<file path="config.mk">
export PLATFORM = sky130hd
export DESIGN_NAME = mi3_queue
export DESIGN_NICKNAME = d
export VERILOG_FILES = /design/src/rtl/mi3_pkg.sv /design/src/rtl/mi3_queue.sv
export SDC_FILE = /design/constraint.sdc
export NUM_CORES = 2
export LEC_CHECK = 0
export ABC_AREA = 1
export BUFFER_PORTS_ARGS = -buffer_cell sky130_fd_sc_hd__buf_2
export CAP_MARGIN = 20
export CORE_ASPECT_RATIO = 0.6
export CORE_UTILIZATION = 23
export CTS_CLUSTER_SIZE = 20
export DETAILED_ROUTE_END_ITERATION = 7
export PLACE_DENSITY = 0.48
export REMOVE_ABC_BUFFERS = 1
export SYNTH_ARGS = -nofsm -noshare
export SYNTH_HDL_FRONTEND = slang
export SYNTH_SLANG_ARGS = --single-unit
export TNS_END_PERCENT = 50
</file>
<file path="constraint.sdc">
create_clock -name clk -period 17.1 [get_ports clk]
set_input_delay 3.42 -clock clk [delete_from_list [all_inputs] [get_ports clk]]
set_output_delay 3.42 -clock clk [all_outputs]
set_load 0.01 [all_outputs]
</file>
<file path="src/rtl/mi3_pkg.sv">
// ----------------------------------------------------------------------------
// mi3_pkg
// Types and constants shared by the 3x3 matrix inverse unit.
// ----------------------------------------------------------------------------
package mi3_pkg;

  localparam int unsigned NLANE  = 9;
  localparam int unsigned AW     = 64;
  localparam int unsigned DW     = 97;
  localparam int unsigned RW     = 98;
  localparam int unsigned QBITS  = 33;
  localparam int unsigned QDEPTH = 4;
  localparam int unsigned QAW    = 2;
  localparam int unsigned THRW   = 63;

  localparam logic [THRW-1:0] THR_RESET = 63'd281475;

  // cofactor k = m[a]*m[b] - m[c]*m[d]
  localparam int unsigned ADJ_IDX [NLANE][4] = '{
    '{4, 8, 5, 7}, '{2, 7, 1, 8}, '{1, 5, 2, 4},
    '{5, 6, 3, 8}, '{0, 8, 2, 6}, '{2, 3, 0, 5},
    '{3, 7, 4, 6}, '{1, 6, 0, 7}, '{0, 4, 1, 3}
  };

  typedef struct packed {
    logic signed [31:0] m00;
    logic signed [31:0] m01;
    logic signed [31:0] m02;
    logic signed [31:0] m10;
    logic signed [31:0] m11;
    logic signed [31:0] m12;
    logic signed [31:0] m20;
    logic signed [31:0] m21;
    logic signed [31:0] m22;
  } mi3_in_t;

  typedef struct packed {
    logic signed [31:0] r00;
    logic signed [31:0] r01;
    logic signed [31:0] r02;
    logic signed [31:0] r10;
    logic signed [31:0] r11;
    logic signed [31:0] r12;
    logic signed [31:0] r20;
    logic signed [31:0] r21;
    logic signed [31:0] r22;
    logic               singular;
  } mi3_out_t;

  typedef struct packed {
    logic [NLANE-1:0][AW-1:0] amag;
    logic [NLANE-1:0]         aneg;
    logic                     dneg;
    logic [DW-1:0]            dmag;
    logic                     singular;
  } mi3_job_t;

endpackage

</file>
<file path="src/rtl/mi3_queue.sv">
// ----------------------------------------------------------------------------
// mi3_queue
// Short register queue between the cofactor front end and the divider.
// ----------------------------------------------------------------------------
module mi3_queue (
  input  logic              clk,
  input  logic              rst_n,
  input  logic              push,
  input  mi3_pkg::mi3_job_t wdata,
  output logic              full,
  input  logic              pop,
  output mi3_pkg::mi3_job_t rdata,
  output logic              empty
);
  import mi3_pkg::*;

  mi3_job_t       mem_r [QDEPTH];
  logic [QAW-1:0] wp_r;
  logic [QAW-1:0] rp_r;
  logic [QAW:0]   cnt_r;

  assign full  = (cnt_r == (QAW+1)'(QDEPTH));
  assign empty = (cnt_r == '0);
  assign rdata = mem_r[rp_r];

  always_ff @(posedge clk) begin
    if (push) begin
      mem_r[wp_r] <= wdata;
    end
  end

  always_ff @(posedge clk) begin
    if (!rst_n) begin
      wp_r  <= '0;
      rp_r  <= '0;
      cnt_r <= '0;
    end else begin
      if (push) wp_r <= wp_r + 1'b1;
      if (pop)  rp_r <= rp_r + 1'b1;
      if (push && !pop)      cnt_r <= cnt_r + 1'b1;
      else if (pop && !push) cnt_r <= cnt_r - 1'b1;
    end
  end

  a_no_overflow: assert property (@(posedge clk) disable iff (!rst_n) !(push && full))
    else $error("push into full queue");
  a_no_underflow: assert property (@(posedge clk) disable iff (!rst_n) !(pop && empty))
    else $error("pop from empty queue");
  a_count: assert property (@(posedge clk) disable iff (!rst_n)
    push && !pop |=> cnt_r == $past(cnt_r) + 1'b1)
    else $error("queue count lost a beat");

endmodule

</file>
==> results.yml <==
drt:
  wl_per_cell_um: 22.3
  drt_wl_total_um: 313000
  drc_errors: 0
  drt_first_pass_iters: 5
  vias: 63237
  drt_iter0_drc: 5298
  drtAntennaViolNets: 0
  avgViaCountPerCell: 4.51
cts:
  cts_tree: "done"
  cts_setup_buffers: 0
  cts_buffers: 280
  cts_resized: 0
  clk_pin_slew_ns: 0.06
  ctsHoldBuffers: 0
  cts.htree.levels: 5
  worstSkewPairLatency_ns: 0.84
  cts_buffer_depth: 4
  clock_sinks: 2745
  clockRootBuffer: "clkbuf_16"
synthesis:
  ys.flop_type: "edfxtp_1"
  synth-compound-area-share: 0.111
  synthMuxAreaShare: 0
  synth_top_cell_by_area: "edfxtp_1"
  ys_async_sr_fraction: 0
  synthCells: 6670
  yosys_warnings: 0
  synth-xor-area-share: 0
  synth_top_area_frac: 0.814
  synth_top_family_by_area: "compound AO/OA/AOI/OAI gates"
  ys_top_cells_by_area: "edfxtp_1 81%, o21ai_0 6.8%, nor2_1 5.1%, o22ai_1 4.2%, clkbuf_1 1.1%"
  syn_avg_cell_area_um2: 15.1
  synth-simple-area-share: 0.0516
  synth_edf_count: 2736
  ys_seq_area_frac: 0.816
  synth_fa_ha_area_frac: 0.000819
  yosysUniqueCellTypes: 20
  ys_ff_latch: 2745
  synthesis.area_um2: 101000
pwr:
  irDropWorstVdd_v: 0.0000782
  leakagePower_nw: 40.8
  powerDensity_nw_per_um2: 123
global_routing:
  grt_pass1_vias: 60498
  grt-ovfl-total: 0
  grt_pass1_wl_um: 438000
  grt_use_total: 0.133
  antenna_found_initial: 187
  grt_max_degree: 230
placed_design:
  port_buffers: 1373
  place_hpwl_um: 194000
  place_area_um2: 114000
  gp_congestion: 0.929
  pre_cts_slack_ns: 8.38
sta:
  rsz0062_at_grt: "no"
  tns_ns: 0
  worst_slack_ns: 7.46
  setup_violations: 0
  max_freq_mhz: 104
  maxSlewViolCount: 0
  worst_slew_pin_slew_ns: 1.42
  fin_crit_sh: 0.564
  final.min_clock_period_ns: 9.64
  maxSlewHeadroom: 0.0566
  hold_violations: 0
  finalClockSkew_ns: 0.0427
worst_setup_path:
  cp.arrival_ns: 6.22
  slowest_delay_ns: 0.92
  path_delay_family: "buffers and inverters"
  cp.required_ns: 13.68
  cp_max_fo: 87
  cp_common_cell: "buf_4"
  endpoint_kind: "primary output"
  r2r_start: "wp_r[1]$_SDFFE_PN0P_"
  cp_cell_sequence: "buf_4 -> buf_4 -> buf_4 -> buf_4 -> buf_4 -> o21ai_0 -> o22ai_1 -> buf_2"
  slowest_stage: "dfxtp_4"
  cp-start-kind: "register"
  path_buf_inv: 6
  path_class: "register to primary output"
floorplanning:
  rows: 187
  initial_core_util: 0.232
  die-area_um2: 441000
  core-area_um2: 434000
  ios: 1374
  die_w_um: 857
  die_height_um: 515
finish:
  layout_commonest_cell: "edfxtp_1"
  fin_nets: 8649
  area.growth.synth_to_final_pct: 21.7
  nFillCells: 43706
  finish.instance_area_um2: 123000
  drive_gt1_frac: 0.226
  final_cell_mix: "2736 x edfxtp_1, 1374 x o21ai_0, 1373 x nor2_1, 1373 x buf_2, 684 x o22ai_1"
worst_hold_path:
  min_from: "rp_r[1]$_SDFFE_PN0P_"
  hold_path_class: "register to register"
status:
  status: "finished, final reports clean"
flow_run:
  max_cap_violations: 0
-- Yosys cell counts (all sizes together), types with 2 or more instances --
cell type,n
dfxtp,9
a21oi,4
nor3,2
inv,16
nand2,9
nor2,1373
clkbuf,307
buf,147
o21ai,1374
edfxtp,2736
ha,5
o22ai,684
-- path summary, 6_finish.rpt --
path | slack [ns] | cells after the start | end
max | 7.46 | 8 | rdata[335]
min reg2reg | 0.43 | 1 | register
min | 0.43 | 1 | register
max reg2reg | 12.46 | 7 | mem_r[3][108]$_DFFE_PP_
-- report_power, final --
| group | switching (W) | internal (W) |
|---|---|---|
| logic | 0.00105 | 0.000398 |
| clock network | 0.00258 | 0.00333 |
| registers | 0.0000631 | 0.00771 |
| total | 0.00369 | 0.0114 |
-- state kept, by name, summed over array words and instances, names as in the netlist, named ones only --
name and flops:
cnt_r 3, rp_r 2, wp_r 2, mem_r 2736
-- through the flow --
| stage | util | std cells | hold WS, ns | total power, W |
|---|---|---|---|---|
| final | 0.283 | 14023 | 0.435 | 0.0151 |
| after global routing | 0.282 | 13956 | 0.451 | 0.0157 |
| after CTS | 0.282 | 13926 | 0.436 | 0.0153 |
| after detailed placement | 0.262 | 13437 | 0.424 | 0.00937 |
| after global placement | 0.262 | 13437 | 0.426 | 0.00934 |
| after floorplan | - | 6216 | 0.412 | 0.00885 |
-- final cells by class --
class | count | area (um^2) | area share
clock buffers | 345 | 7360 | 0.0599
flip-flops and latches | 2745 | 82300 | 0.671
inverters | 17 | 126 | 0.00103
clock inverters | 144 | 1310 | 0.0107
multi-input cells | 3454 | 16500 | 0.134
diodes | 97 | 243 | 0.00198
well taps | 5764 | 7210 | 0.0587
repair buffers | 1457 | 7700 | 0.0627
-- logic make-up after synthesis --
family                     count (synthesis)
adders and majority gates                  6
and+or+nand+nor                         1386
DFF                                     2745
buffers and inverters                    471
AOI/OAI and AO/OA                       2062
-- per-layer routing --
layer / vias up / global-route usage / part of all wire
met5: - / 0.00206 / 0.0024
met4: 104 / 0.0348 / 0.026
met3: 604 / 0.0489 / 0.096
met2: 2189 / 0.211 / 0.46
met1: 32251 / 0.172 / 0.42
li1: 28089 / - / -
No activity file was read; power rests on OpenSTA's default activity.
